**src/hw/rtl/fvam_pkg.sv**
```systemverilog
`timescale 1ns / 1ps
`default_nettype none
package fvam_pkg;

  // Divider width: the largest dividend is a FAT32 entry offset, cluster * 4.
  localparam int DIV_W      = 34;
  localparam int DIVISOR_W  = 16;
  localparam int STEP_CNT_W = $clog2(DIV_W);

  localparam logic [1:0] KIND_FAT12 = 2'd0;
  localparam logic [1:0] KIND_FAT16 = 2'd1;
  localparam logic [1:0] KIND_FAT32 = 2'd2;

  localparam logic [31:0] LIMIT_FAT12 = 32'd4085;
  localparam logic [31:0] LIMIT_FAT16 = 32'd65525;
  localparam logic [31:0] EOC_FAT32   = 32'h0FFF_FFF8;
  localparam logic [15:0] EOC_FAT16   = 16'hFFF8;
  localparam int          DIR_ENTRY_SHIFT = 5;  // 32 bytes per directory entry

  localparam logic [2:0] REG_BYTES_PER_SECTOR    = 3'd0;
  localparam logic [2:0] REG_SECTORS_PER_CLUSTER = 3'd1;
  localparam logic [2:0] REG_RESERVED_SECTORS    = 3'd2;
  localparam logic [2:0] REG_FAT_COPIES          = 3'd3;
  localparam logic [2:0] REG_ROOT_ENTRY_COUNT    = 3'd4;
  localparam logic [2:0] REG_FAT_SIZE_SECTORS    = 3'd5;
  localparam logic [2:0] REG_TOTAL_SECTORS       = 3'd6;

  typedef struct packed {
    logic [31:0] cluster_number;
    logic [31:0] fat_entry_value;
  } in_item_t;

  typedef struct packed {
    logic [1:0]  fat_kind;
    logic [21:0] root_dir_sector_count;
    logic [31:0] data_start_sector;
    logic [31:0] cluster_total;
    logic        geometry_error;
    logic [31:0] cluster_first_sector;
    logic [31:0] entry_sector;
    logic [15:0] entry_byte_offset;
    logic        entry_location_valid;
    logic        chain_end;
  } out_item_t;

  // Volume figures that follow from configuration alone.
  typedef struct packed {
    logic [15:0] bps;
    logic [7:0]  spc;
    logic [15:0] reserved;
    logic [21:0] root_secs;
    logic [31:0] data_start;
    logic [31:0] clusters;
    logic        geo_err;
    logic [1:0]  kind;
  } geo_t;

  // Data that rides along with an entry offset through the divider.
  typedef struct packed {
    logic [31:0] first_sec;
    logic        chain_end;
  } div_side_t;

  typedef struct packed {
    logic [DIV_W-1:0]     num;
    logic [DIVISOR_W-1:0] rem;
  } div_state_t;

  typedef enum logic [2:0] {
    G_START,
    G_ROOT,
    G_META,
    G_CLUS,
    G_IDLE
  } geo_state_e;

  // One restoring division step: the dividend shifts out at the top while
  // quotient bits shift in at the bottom.
  function automatic div_state_t div_step(input div_state_t s,
                                          input logic [DIVISOR_W-1:0] d);
    logic [DIVISOR_W:0] t;
    div_state_t         r;
    t = {s.rem, s.num[DIV_W-1]};
    if (t >= {1'b0, d}) begin
      r.rem = DIVISOR_W'(t - {1'b0, d});
      r.num = {s.num[DIV_W-2:0], 1'b1};
    end else begin
      r.rem = t[DIVISOR_W-1:0];
      r.num = {s.num[DIV_W-2:0], 1'b0};
    end
    return r;
  endfunction

endpackage
`default_nettype wire

```
**src/hw/rtl/fvam_div.sv**
```systemverilog
`timescale 1ns / 1ps
`default_nettype none
module fvam_div (
  input  wire logic                                clk,
  input  wire logic                                rst,
  input  wire logic                                in_valid,
  input  wire logic [fvam_pkg::DIV_W-1:0]          in_num,
  input  wire fvam_pkg::div_side_t                 in_side,
  input  wire logic [fvam_pkg::DIVISOR_W-1:0]      divisor,
  output logic                                     out_valid,
  output logic [fvam_pkg::DIV_W-1:0]               out_quot,
  output logic [fvam_pkg::DIVISOR_W-1:0]           out_rem,
  output fvam_pkg::div_side_t                      out_side
);
  import fvam_pkg::*;

  // One quotient bit per stage.
  logic       vld  [DIV_W];
  div_state_t st   [DIV_W];
  div_side_t  side [DIV_W];
  div_state_t first_in;

  assign first_in.num = in_num;
  assign first_in.rem = '0;

  always_ff @(posedge clk) begin
    if (rst) begin
      vld[0] <= 1'b0;
    end else begin
      vld[0] <= in_valid;
    end
    st[0]   <= div_step(first_in, divisor);
    side[0] <= in_side;
  end

  for (genvar k = 1; k < DIV_W; k++) begin : g_stage
    always_ff @(posedge clk) begin
      if (rst) begin
        vld[k] <= 1'b0;
      end else begin
        vld[k] <= vld[k-1];
      end
      st[k]   <= div_step(st[k-1], divisor);
      side[k] <= side[k-1];
    end
  end

  assign out_valid = vld[DIV_W-1];
  assign out_quot  = st[DIV_W-1].num;
  assign out_rem   = st[DIV_W-1].rem;
  assign out_side  = side[DIV_W-1];

`ifndef SYNTH
  a_rem_bound: assert property (@(posedge clk) disable iff (rst)
    out_valid |-> out_rem < divisor)
    else $error("division remainder not below divisor");
  a_flow: assert property (@(posedge clk) disable iff (rst)
    vld[0] |-> ##(DIV_W - 1) out_valid)
    else $error("divider lost an item");
  a_reset: assert property (@(posedge clk)
    rst |=> !vld[0])
    else $error("divider stage valid after reset");
`endif

endmodule
`default_nettype wire

```
**config.mk**
```make
export PLATFORM = sky130hd
export DESIGN_NAME = fvam_div
export DESIGN_NICKNAME = d
export VERILOG_FILES = /design/src/hw/rtl/fvam_pkg.sv /design/src/hw/rtl/fvam_div.sv
export SDC_FILE = /design/constraint.sdc
export NUM_CORES = 2
export LEC_CHECK = 0
export BUFFER_PORTS_ARGS = -buffer_cell sky130_fd_sc_hd__buf_2
export CAP_MARGIN = 20
export CORE_MARGIN = 8
export CORE_UTILIZATION = 41
export CTS_BUF_LIST = sky130_fd_sc_hd__clkbuf_4 sky130_fd_sc_hd__clkbuf_8
export CTS_CLUSTER_DIAMETER = 40
export CTS_CLUSTER_SIZE = 20
export DETAILED_ROUTE_END_ITERATION = 8
export GPL_ROUTABILITY_DRIVEN = 0
export PLACE_DENSITY = 0.56
export SYNTH_ARGS = -nofsm -noshare
export SYNTH_HDL_FRONTEND = slang
export SYNTH_SLANG_ARGS = --single-unit
```
**constraint.sdc**
```tcl
create_clock -name clk -period 6.2 [get_ports clk]
set_clock_uncertainty 0.2 [all_clocks]
set_input_delay 1.24 -clock clk [delete_from_list [all_inputs] [get_ports clk]]
set_output_delay 1.24 -clock clk [all_outputs]
set_load 0.02 [all_outputs]
```
==> summary.md <==
| Metric | Value |
|---|---|
| Count leader, synth | `dfxtp_1` |
| DR iter-0 viols | `roughly 2800` |
| Syn_area_per_cell | `~12 um^2` |
| Asr flop ratio synth | `0` |
| GR peak layer | `met2` |
| Met1 Use GR | `0.183` |
| All-layer global routing usage | `0.137` |
| Final setup viols | `0` |
| Pins over their slew limit | `0` |
| # rows | `169` |
| Net switching power | `16.5 mW` |
| EDFF count, synth | `0` |
| Hold path startpoint | `st[15][19]` |
| Hold WC Path Type | `reg -> reg` |
| Synth top cells by count | `dfxtp_1, ha_1, a21oi_1` |
| Total clock sinks | `2856` |
| Max FO, Critical Path | `17` |
| Setup TNS | `0 ns` |
| Hold Fails Final Rpt | `0` |
| Final period util | `0.733` |
| Post_cts resized | `0` |
| Pleak | `43.6 nW` |
| Synth Warn # | `0` |
| Core footprint | `212000 um^2` |
| Register area share after synthesis | `0.657` |
| # DRC | `0` |
| Root buf cell | `clkbuf_8` |
| GR Layer Usage met2 | `0.217` |
| Hold path cells | `0` |
| FF-to-FF Start | `st[16][49]` |
| Sw Share | `0.314` |
| Global routing met3 resource utilization | `0.0347` |
| Post-synthesis cell area | `87000 um^2` |
| Hold WS | `0.0720 ns` |
| Via count of the first global-routing pass | `49700` |
| Synth-to-layout area growth | `16.1%` |
| Maximum root-to-sink buffer count | `4` |
| CP Data Arrival Time | `roughly 5.2 ns` |
| DRT Pass-1 Iters | `6` |
| TritonCTS clock tree | `done` |
| Distinct cell type count after synthesis | `79` |
| Top cells by area, synth | `dfxtp_1, ha_1, mux2_2` |
| Die height | `between 400 and 500 um` |
| Largest area contributor in the synthesized netlist | `dfxtp_1` |
| WL/cell | `15.0 um` |
| CP required | `6.90 ns` |
| First-pass GRT wire length | `257000 um` |
| Final #Nets | `roughly 8200` |
| Worst-Margin Slew | `1.12 ns` |
| Share of the synthesized area in the top cell type | `0.657` |
| Status | `finished, final reports clean` |
| Total nets after synthesis | `~7700` |
| Pint | `36.1 mW` |
| RSZ-0062 raised after global routing | `no` |
| PD cells | `520 nW/um^2` |
| Share of layout cells above drive strength 1 | `0.158` |
| Final Power | `about 53 mW` |
| DPL Wire Length | `approximately 110000 um` |
| Fmax | `approximately 0.22 GHz` |
| Max-cap violations | `0` |
| PortBufs | `between 150 and 200` |
| Gate power share | `0.277` |
| Clock transition at path regs | `0.08 ns` |
| Synth Register Bits | `2856` |
| Clk_lat worst skew | `between 1 and 1.5 ns` |
| Initial antenna violation count | `5` |
| Dpl cells | `9977` |
| Final WS setup | `1.66 ns` |
| Ys flop type | `dfxtp_1` |
| Die Width | `477 um` |
| Worst vdd ir | `0.000268 V` |
| Synth Instances | `7006` |
| GR Overflow Total | `0` |
| Initial Util | `0.411` |
| Post-place setup slack | `between 0.6 and 0.7 ns` |
| WL final | `between 150000 and 200000 um` |
| Worst Reg-to-Reg Cells | `12` |
| Vias/cell | `4.70` |
| CTS Buf Count | `370` |
| Slew margin rel. | `0.256` |
| Sequential power share | `0.435` |
| Min Clock Period, post-route | `4.54 ns` |
| Die ar. | `227000 um^2` |
| Critical Path Source | `divisor[4]` |
| Final ANT Viol Nets | `0` |
| Clock share of power | `0.288` |
| Largest net degree at the start of global routing | `a little over 40` |
| Final std cells w/o fill | `10700` |
| CP Class | `in -> reg` |
| CP Capture Type | `flop` |
| Routed via count | `50400` |
| Worst Setup Start Kind | `input pin` |
| # IOs | `170` |
| H-tree levels | `5` |
state kept, by name, indices dropped and copies added (netlist names):
name  count
st     1700
vld      34
side   1122
cell families (layout without fill, tap and decap cells):
| group | Yosys count | in the layout | synth area share |
|---|---|---|---|
| AO/OA/AOI/OAI | 1288 | 1288 | 0.0945 |
| other | 0 | 8 | 0 |
| multiplexers | 316 | 316 | 0.0405 |
| XOR/XNOR | 382 | 382 | 0.0384 |
| buffers and inverters | 301 | 1186 | 0.0135 |
| AND/OR/NAND/NOR | 1300 | 1300 | 0.0723 |
| adder cells (fa/ha/maj) | 563 | 563 | 0.0838 |
| flip-flops | 2856 | 2856 | 0.657 |
path summary, 6_finish.rpt:
kind | endpoint | slack [ns]
worst max register to register | st[17][14] | 2.55
worst min-delay path | st[16][20] | 0.07
worst max-delay path | st[5][11] | 1.66
worst min register to register | st[16][20] | 0.07
cell usage in the layout (no fill, tap or decap), types with 128 or more instances in the layout:
cell type | netlist | final
inv_1 | 210 | 205
ha_1 | 530 | 530
mux2_2 | 264 | 264
xnor2_1 | 238 | 238
nor2_1 | 398 | 398
nand2_1 | 288 | 288
a21o_1 | 146 | 146
nor2b_1 | 128 | 128
o21ai_0 | 269 | 268
buf_2 | 19 | 168
clkbuf_8 | 0 | 401
a21oi_1 | 403 | 402
xor2_1 | 144 | 144
dfxtp_1 | 2856 | 2856
power by group through the flow:
stage | sequential (mW) | combinational [mW] | clock [mW]
after floorplan | 22.8 | 11.4 | 0
after detailed placement | 23.3 | 14.4 | 0
final | 22.9 | 14.6 | 15.1
after global routing | 23.2 | 16.3 | 16.7
after global placement | 23.3 | 14.1 | 0
after CTS | 22.9 | 14.5 | 15.8
worst max-delay path, cell delays in order:
cell and delay [ns]:
buf_2 0.13, inv_1 0.72, buf_4 0.40, ha_1 0.23, nand3_1 0.12, a21oi_1 0.20
nor3b_1 0.10, nor3_1 0.36, o22ai_1 0.22, o21ai_0 0.32, o2111ai_1 0.17, nand2_1 0.60
mux2_2 0.41
what timing repair did:
item / 4_1_cts / 5_1_grt
endpoints found under the setup margin: 0 / 0
hold buffers: 66 / 0
hold endpoints to repair: 66 / 0
buffers inserted: 0 / 0
routing by layer:
metal	wire, um	part of all wire
met1	76000	0.47
met2	71400	0.44
met3	8710	0.054
met4	4780	0.030
met5	0	0
stage by stage:
step	area, um^2	utilization
6_report	101000	0.477
5_1_grt	101000	0.477
4_1_cts	101000	0.477
3_5_place_dp	91800	0.434
3_3_place_gp	91800	0.434
2_1_floorplan	87000	-
layout make-up:
cell class | count | area (um^2)
clock inverter | 242 | 2800
clock buffer | 424 | 5690
inverter | 211 | 792
tap | 2821 | 3530
sequential | 2856 | 57200
antenna | 8 | 20.0
multi-input combinational | 3849 | 28800
fill | 18900 | 111000
timing repair buffer | 309 | 2260
Note: power is estimated with default switching activity, not from simulation.
