## src/hw/rtl/fvam_pkg.sv

```systemverilog
`timescale 1ns / 1ps
`default_nettype none
package fvam_pkg;

  // Divider width: the largest dividend is a FAT32 entry offset, cluster * 4.
  localparam int DIV_W      = 34;
  localparam int DIVISOR_W  = 16;
  localparam int STEP_CNT_W = $clog2(DIV_W);

  localparam logic [1:0] KIND_FAT12 = 2'd0;
  localparam logic [1:0] KIND_FAT16 = 2'd1;
  localparam logic [1:0] KIND_FAT32 = 2'd2;

  localparam logic [31:0] LIMIT_FAT12 = 32'd4085;
  localparam logic [31:0] LIMIT_FAT16 = 32'd65525;
  localparam logic [31:0] EOC_FAT32   = 32'h0FFF_FFF8;
  localparam logic [15:0] EOC_FAT16   = 16'hFFF8;
  localparam int          DIR_ENTRY_SHIFT = 5;  // 32 bytes per directory entry

  localparam logic [2:0] REG_BYTES_PER_SECTOR    = 3'd0;
  localparam logic [2:0] REG_SECTORS_PER_CLUSTER = 3'd1;
  localparam logic [2:0] REG_RESERVED_SECTORS    = 3'd2;
  localparam logic [2:0] REG_FAT_COPIES          = 3'd3;
  localparam logic [2:0] REG_ROOT_ENTRY_COUNT    = 3'd4;
  localparam logic [2:0] REG_FAT_SIZE_SECTORS    = 3'd5;
  localparam logic [2:0] REG_TOTAL_SECTORS       = 3'd6;

  typedef struct packed {
    logic [31:0] cluster_number;
    logic [31:0] fat_entry_value;
  } in_item_t;

  typedef struct packed {
    logic [1:0]  fat_kind;
    logic [21:0] root_dir_sector_count;
    logic [31:0] data_start_sector;
    logic [31:0] cluster_total;
    logic        geometry_error;
    logic [31:0] cluster_first_sector;
    logic [31:0] entry_sector;
    logic [15:0] entry_byte_offset;
    logic        entry_location_valid;
    logic        chain_end;
  } out_item_t;

  // Volume figures that follow from configuration alone.
  typedef struct packed {
    logic [15:0] bps;
    logic [7:0]  spc;
    logic [15:0] reserved;
    logic [21:0] root_secs;
    logic [31:0] data_start;
    logic [31:0] clusters;
    logic        geo_err;
    logic [1:0]  kind;
  } geo_t;

  // Data that rides along with an entry offset through the divider.
  typedef struct packed {
    logic [31:0] first_sec;
    logic        chain_end;
  } div_side_t;

  typedef struct packed {
    logic [DIV_W-1:0]     num;
    logic [DIVISOR_W-1:0] rem;
  } div_state_t;

  typedef enum logic [2:0] {
    G_START,
    G_ROOT,
    G_META,
    G_CLUS,
    G_IDLE
  } geo_state_e;

  // One restoring division step: the dividend shifts out at the top while
  // quotient bits shift in at the bottom.
  function automatic div_state_t div_step(input div_state_t s,
                                          input logic [DIVISOR_W-1:0] d);
    logic [DIVISOR_W:0] t;
    div_state_t         r;
    t = {s.rem, s.num[DIV_W-1]};
    if (t >= {1'b0, d}) begin
      r.rem = DIVISOR_W'(t - {1'b0, d});
      r.num = {s.num[DIV_W-2:0], 1'b1};
    end else begin
      r.rem = t[DIVISOR_W-1:0];
      r.num = {s.num[DIV_W-2:0], 1'b0};
    end
    return r;
  endfunction

endpackage
`default_nettype wire

```

## src/hw/rtl/fvam_geom.sv

```systemverilog
`timescale 1ns / 1ps
`default_nettype none
module fvam_geom (
  input  wire logic                clk,
  input  wire logic                rst,
  input  wire logic                cfg_write,
  input  wire logic [2:0]          cfg_index,
  input  wire logic [31:0]         cfg_data,
  output fvam_pkg::geo_t           geo,
  output logic                     busy
);
  import fvam_pkg::*;

  logic [15:0] bytes_per_sector;
  logic [7:0]  sectors_per_cluster;
  logic [15:0] reserved_sectors;
  logic [7:0]  fat_copies;
  logic [15:0] root_entry_count;
  logic [31:0] fat_size_sectors;
  logic [31:0] total_sectors;

  geo_state_e state, state_next;
  logic [STEP_CNT_W-1:0] cnt, cnt_next;
  div_state_t dv, dv_next;
  logic [21:0] root_secs, root_secs_next;
  logic [31:0] data_start, data_start_next;
  logic [31:0] clusters, clusters_next;
  logic        geo_err, geo_err_next;

  logic [15:0] bps_eff;
  logic [7:0]  spc_eff;
  logic [40:0] meta;
  div_state_t  stepped;
  logic [15:0] divisor;

  assign bps_eff = (bytes_per_sector == '0) ? 16'd1 : bytes_per_sector;
  assign spc_eff = (sectors_per_cluster == '0) ? 8'd1 : sectors_per_cluster;
  assign meta = 41'(reserved_sectors) + 41'(fat_copies) * 41'(fat_size_sectors)
              + 41'(root_secs);
  assign divisor = (state == G_CLUS) ? {8'd0, spc_eff} : bps_eff;
  assign stepped = div_step(dv, divisor);

  always_ff @(posedge clk) begin
    if (rst) begin
      bytes_per_sector    <= 16'd512;
      sectors_per_cluster <= 8'd1;
      reserved_sectors    <= 16'd1;
      fat_copies          <= 8'd2;
      root_entry_count    <= 16'd512;
      fat_size_sectors    <= '0;
      total_sectors       <= '0;
    end else if (cfg_write) begin
      case (cfg_index)
        REG_BYTES_PER_SECTOR:    bytes_per_sector    <= cfg_data[15:0];
        REG_SECTORS_PER_CLUSTER: sectors_per_cluster <= cfg_data[7:0];
        REG_RESERVED_SECTORS:    reserved_sectors    <= cfg_data[15:0];
        REG_FAT_COPIES:          fat_copies          <= cfg_data[7:0];
        REG_ROOT_ENTRY_COUNT:    root_entry_count    <= cfg_data[15:0];
        REG_FAT_SIZE_SECTORS:    fat_size_sectors    <= cfg_data;
        REG_TOTAL_SECTORS:       total_sectors       <= cfg_data;
        default: ;
      endcase
    end
  end

  always_ff @(posedge clk) begin
    if (rst) begin
      state <= G_START;
      cnt   <= '0;
    end else begin
      state <= state_next;
      cnt   <= cnt_next;
    end
    dv         <= dv_next;
    root_secs  <= root_secs_next;
    data_start <= data_start_next;
    clusters   <= clusters_next;
    geo_err    <= geo_err_next;
  end

  always_comb begin
    state_next      = state;
    cnt_next        = cnt;
    dv_next         = dv;
    root_secs_next  = root_secs;
    data_start_next = data_start;
    clusters_next   = clusters;
    geo_err_next    = geo_err;
    case (state)
      G_START: begin
        dv_next.num = DIV_W'({root_entry_count, {DIR_ENTRY_SHIFT{1'b0}}})
                    + DIV_W'(bps_eff) - DIV_W'(1);
        dv_next.rem = '0;
        cnt_next    = '0;
        state_next  = G_ROOT;
      end
      G_ROOT: begin
        dv_next  = stepped;
        cnt_next = cnt + 1'b1;
        if (cnt == STEP_CNT_W'(DIV_W - 1)) begin
          root_secs_next = stepped.num[21:0];
          state_next     = G_META;
        end
      end
      G_META: begin
        data_start_next = meta[31:0];
        geo_err_next    = {9'd0, total_sectors} < meta;
        dv_next.num     = (({9'd0, total_sectors} < meta)) ? '0
                        : DIV_W'(total_sectors - meta[31:0]);
        dv_next.rem     = '0;
        cnt_next        = '0;
        state_next      = G_CLUS;
      end
      G_CLUS: begin
        dv_next  = stepped;
        cnt_next = cnt + 1'b1;
        if (cnt == STEP_CNT_W'(DIV_W - 1)) begin
          clusters_next = stepped.num[31:0];
          state_next    = G_IDLE;
        end
      end
      G_IDLE: ;
      default: state_next = G_START;
    endcase
    // Any register write invalidates the figures; recompute from the top.
    if (cfg_write) begin
      state_next = G_START;
    end
  end

  assign busy           = (state != G_IDLE);
  assign geo.bps        = bps_eff;
  assign geo.spc        = spc_eff;
  assign geo.reserved   = reserved_sectors;
  assign geo.root_secs  = root_secs;
  assign geo.data_start = data_start;
  assign geo.clusters   = clusters;
  assign geo.geo_err    = geo_err;
  assign geo.kind       = (clusters < LIMIT_FAT12) ? KIND_FAT12
                        : (clusters < LIMIT_FAT16) ? KIND_FAT16 : KIND_FAT32;

`ifndef SYNTH
  a_write_restarts: assert property (@(posedge clk) disable iff (rst)
    cfg_write |=> state == G_START)
    else $error("register write did not restart the geometry sequence");
  a_cnt_idle: assert property (@(posedge clk) disable iff (rst)
    (state == G_ROOT || state == G_CLUS) |-> cnt <= STEP_CNT_W'(DIV_W - 1))
    else $error("division step count ran past its end");
  a_err_empty: assert property (@(posedge clk) disable iff (rst)
    (state == G_IDLE && geo_err) |-> clusters == '0)
    else $error("undersized volume reports clusters");
`endif

endmodule
`default_nettype wire

```

## config.mk

```make
export PLATFORM = sky130hd
export DESIGN_NAME = fvam_geom
export DESIGN_NICKNAME = d
export VERILOG_FILES = /design/src/hw/rtl/fvam_pkg.sv /design/src/hw/rtl/fvam_geom.sv
export SDC_FILE = /design/constraint.sdc
export NUM_CORES = 1
export LEC_CHECK = 0
export ABC_AREA = 1
export BUFFER_PORTS_ARGS = -buffer_cell sky130_fd_sc_hd__buf_2
export CORE_MARGIN = 5
export CORE_UTILIZATION = 30
export CTS_CLUSTER_DIAMETER = 100
export CTS_CLUSTER_SIZE = 24
export DETAILED_ROUTE_END_ITERATION = 7
export HOLD_SLACK_MARGIN = 0.06
export PLACE_DENSITY = 0.51
export SKIP_CTS_REPAIR_TIMING = 1
export SLEW_MARGIN = 20
export SYNTH_ARGS = -nofsm -noshare
export SYNTH_HDL_FRONTEND = slang
export SYNTH_SLANG_ARGS = --single-unit
```

## constraint.sdc

```tcl
create_clock -name clk -period 7.44 [get_ports clk]
set_clock_uncertainty 0.05 [all_clocks]
set_input_delay 1.488 -clock clk [delete_from_list [all_inputs] [get_ports clk]]
set_output_delay 1.488 -clock clk [all_outputs]
set_load 0.1 [all_outputs]
```

==> flow_summary.ini <==
[run_status]
status = finished, final reports clean

[power]
p_total_mw = 4.73
intPower_mw = 2.86
pwr-share-clk_pct = 27.4
p_leak_nw = 15.6
p_comb_share_pct = 33.2
p_sw_share_pct = 39.5
peakVddDrop_uv = 134
power.net_switching_mw = 1.87
power_density_mw_per_mm2 = 166
seqPwrFrac_pct = 39.3

[floorplanning]
num_rows = 106
die_height_um = 301
die_x_um = 301
start_util_pct = 30.3
die_area_mm2 = 0.0908
io_pins = 168
core_mm2 = 0.0840

[worst_setup_path]
criticalPathCategory = reg2reg
cp_data_arrival_time_ns = 7.46
r2r-start = fat_copies[7]$_SDFFE_PP0P_
reg2reg_depth = 26
r2r_end = dv[17]$_DFFE_PP_
cp.required_ns = 7.83
rrSetupSlack_ns = 0.38
critPathLaunchType = flip-flop
crit_path_max_fanout = 22
end_kind = flip-flop

[finish]
drive_above_1_share_pct = 10.6
final_common_cell = nand2_1
nFillCells = 9037
final_nets = 3981
area_growth_pct = 11.9
diodes = 0
layout_common_cells = nand2_1 (840), inv_1 (766), nor2_1 (240)

[hold_path]
holdPathEnd = root_entry_count[1]$_SDFFE_PP0P_
worstHoldStart = root_entry_count[1]$_SDFFE_PP0P_
hold_path_class = reg2reg
hold_depth = 2

[sta]
tightest_slew_ns = 1.03
fmax_mhz = 142
fin_crit_ns = 7.06
maxSlewHeadroom_pct = 31.1
rsz0062_at_grt = yes
drv_slew = 0
setup_violations = 0
fin_crit_sh_pct = 94.9
hold_slack_ns = 0.415
hold_viol = 0

[clocking]
clk_pin_slew_worst_paths_ns = 0.09
clk_latency_ns = 0.59
htreeDepth = 1
cts_tree = built
root_buffer = clkbuf_16
cts_sinks = 274
cts_buffers = 21
clockBufferDepth = 3

[placed_design]
dp_hpwl_um = 69300
gp_congestion = 0.903
numPortBuffers = 167

[drt]
drt-total-wl_um = 86900
ant_nets = 0
vias = 21800
drc_errors = 0
wire_per_inst_um = 18.5
drtIter0Drc = 1506
vias_per_cell = 4.63
drt_first_pass_iters = 6

[synthesis]
yosys.cell_types.count = 51
yosysSeqAreaShare_pct = 26.9
syn_area_mm2 = 0.0254
syn_inst = 3451
syn_nets = 3878
synth_seq_cells = 274
synth_edf_count = 137
synth_flop_cell = edfxtp_1
async_flop_share_pct = 0
avgSynthCellArea_um2 = 7.37
yosys_warnings = 0

[grt]
grtUsageTotal_pct = 19.0
antenna_found_initial = 9
grt_overflow = 0
grt_pass1_wl_um = 133000
grt_max_degree = 67
grt_pass1_vias = 21600

[flow_run]
drv_cap = 0
==> how the worst max path moves through the flow <==
stage	start	to	slack [ns]	cells after the start
after floorplan	reserved_sectors[6]$_SDFFE_PP0P_	dv[47]$_DFFE_PP_	0.70	34
after global placement	fat_size_sectors[6]$_SDFFE_PP0P_	dv[49]$_DFFE_PP_	0.20	34
after detailed placement	fat_size_sectors[6]$_SDFFE_PP0P_	dv[49]$_DFFE_PP_	0.21	34
after CTS	fat_size_sectors[6]$_SDFFE_PP0P_	dv[49]$_DFFE_PP_	0.16	34
after global routing	fat_copies[7]$_SDFFE_PP0P_	dv[42]$_DFFE_PP_	-0.04	33
final	fat_copies[7]$_SDFFE_PP0P_	dv[17]$_DFFE_PP_	0.38	26
==> logic make-up (layout without fill, tap and decap cells) <==
family / after synthesis / after routing / share of synthesized area, %
flip-flops: 274 / 274 / 26.9
AND/OR/NAND/NOR: 1379 / 1379 / 22.9
AO/OA/AOI/OAI: 433 / 433 / 8.98
buffers and inverters: 920 / 1038 / 13.7
adder cells (fa/ha/maj): 389 / 389 / 25.6
XOR/XNOR: 56 / 56 / 1.93
==> cell usage after synthesis (5+ instances only) <==
cell	number	area, um^2
nand2_1	843	3160
inv_1	767	2880
nor2_1	247	927
fa_1	219	4380
o21ai_0	204	1020
a21oi_1	177	886
ha_1	170	2130
nand3_1	144	721
dfxtp_1	137	2740
edfxtp_1	137	4110
clkbuf_1	134	503
xor2_1	32	280
nand2_2	31	194
nand4_1	26	163
xnor2_1	24	210
nor2_2	19	119
nor3_1	17	85.1
nand3_2	14	140
nand3b_1	13	97.6
a31oi_1	10	62.6
nor4_1	10	62.6
inv_2	9	33.8
o21bai_1	9	67.6
a22o_1	6	52.6
o21ai_1	5	25.0
==> metrics by stage <==
step	setup TNS, ns	area (um^2)	util, %	setup slack (ns)	instances
after global placement	0	27600	32.9	0.200	4664
after floorplan	0	25400	-	0.697	3451
after detailed placement	0	27600	32.9	0.211	4664
final	0	28500	33.9	0.378	4703
after global routing	-0.0861	28500	33.9	-0.0357	4703
after CTS	0	28300	33.7	0.161	4702
==> flip-flops by register name, indices dropped and copies added (netlist names), 16 cells and up <==
name              count
data_start           32
root_secs            22
root_entry_count     16
clusters             32
reserved_sectors     16
bytes_per_sector     16
dv                   50
fat_size_sectors     32
total_sectors        32
==> power by group through the flow <==
stage / Combinational [mW] / Clock (mW) / Sequential [mW]
2_1_floorplan: 1.11 / 0 / 1.85
3_3_place_gp: 1.55 / 0 / 1.90
3_5_place_dp: 1.54 / 0 / 1.89
4_1_cts: 1.55 / 1.35 / 1.86
5_1_grt: 1.77 / 1.40 / 1.87
6_report: 1.57 / 1.30 / 1.86
==> per-layer routing <==
layer	wire (um)	global-route usage, %	up-vias
li1	-	-	10800
met1	42100	28.2	10400
met2	37900	29.8	570
met3	5120	2.43	87
met4	1840	3.84	0
met5	0	0	-
==> area by class of cell <==
cell class / count / area, um^2 / share of cell area, %
Multi-Input combinational cell: 2257 / 15200 / 53.5
Clock inverter: 14 / 191 / 0.672
Sequential cell: 274 / 6880 / 24.1
Timing Repair Buffer: 221 / 1270 / 4.45
Tap cell: 1134 / 1420 / 4.98
Inverter: 779 / 2930 / 10.3
Clock buffer: 24 / 558 / 1.96
==> worst max-delay path: stages, from the launching register on <==
cell	delay [ns]
dfxtp_2	0.41
buf_4	0.23
buf_4	0.27
nand2_1	0.11
fa_1	0.55
inv_1	0.06
fa_1	0.56
fa_1	0.53
fa_1	0.49
ha_1	0.31
ha_1	0.46
nand2_1	0.17
nor2_1	0.25
inv_1	0.10
nor4_2	0.50
nand3_1	0.32
nand3_1	0.17
nand2_1	0.06
nand2_1	0.06
nand3_1	0.10
nor2_1	0.33
and2_1	0.19
nand2_1	0.08
nand3_4	0.15
buf_12	0.19
nand3b_1	0.10
nand2_1	0.09
Power figures use the tool's default switching activity.
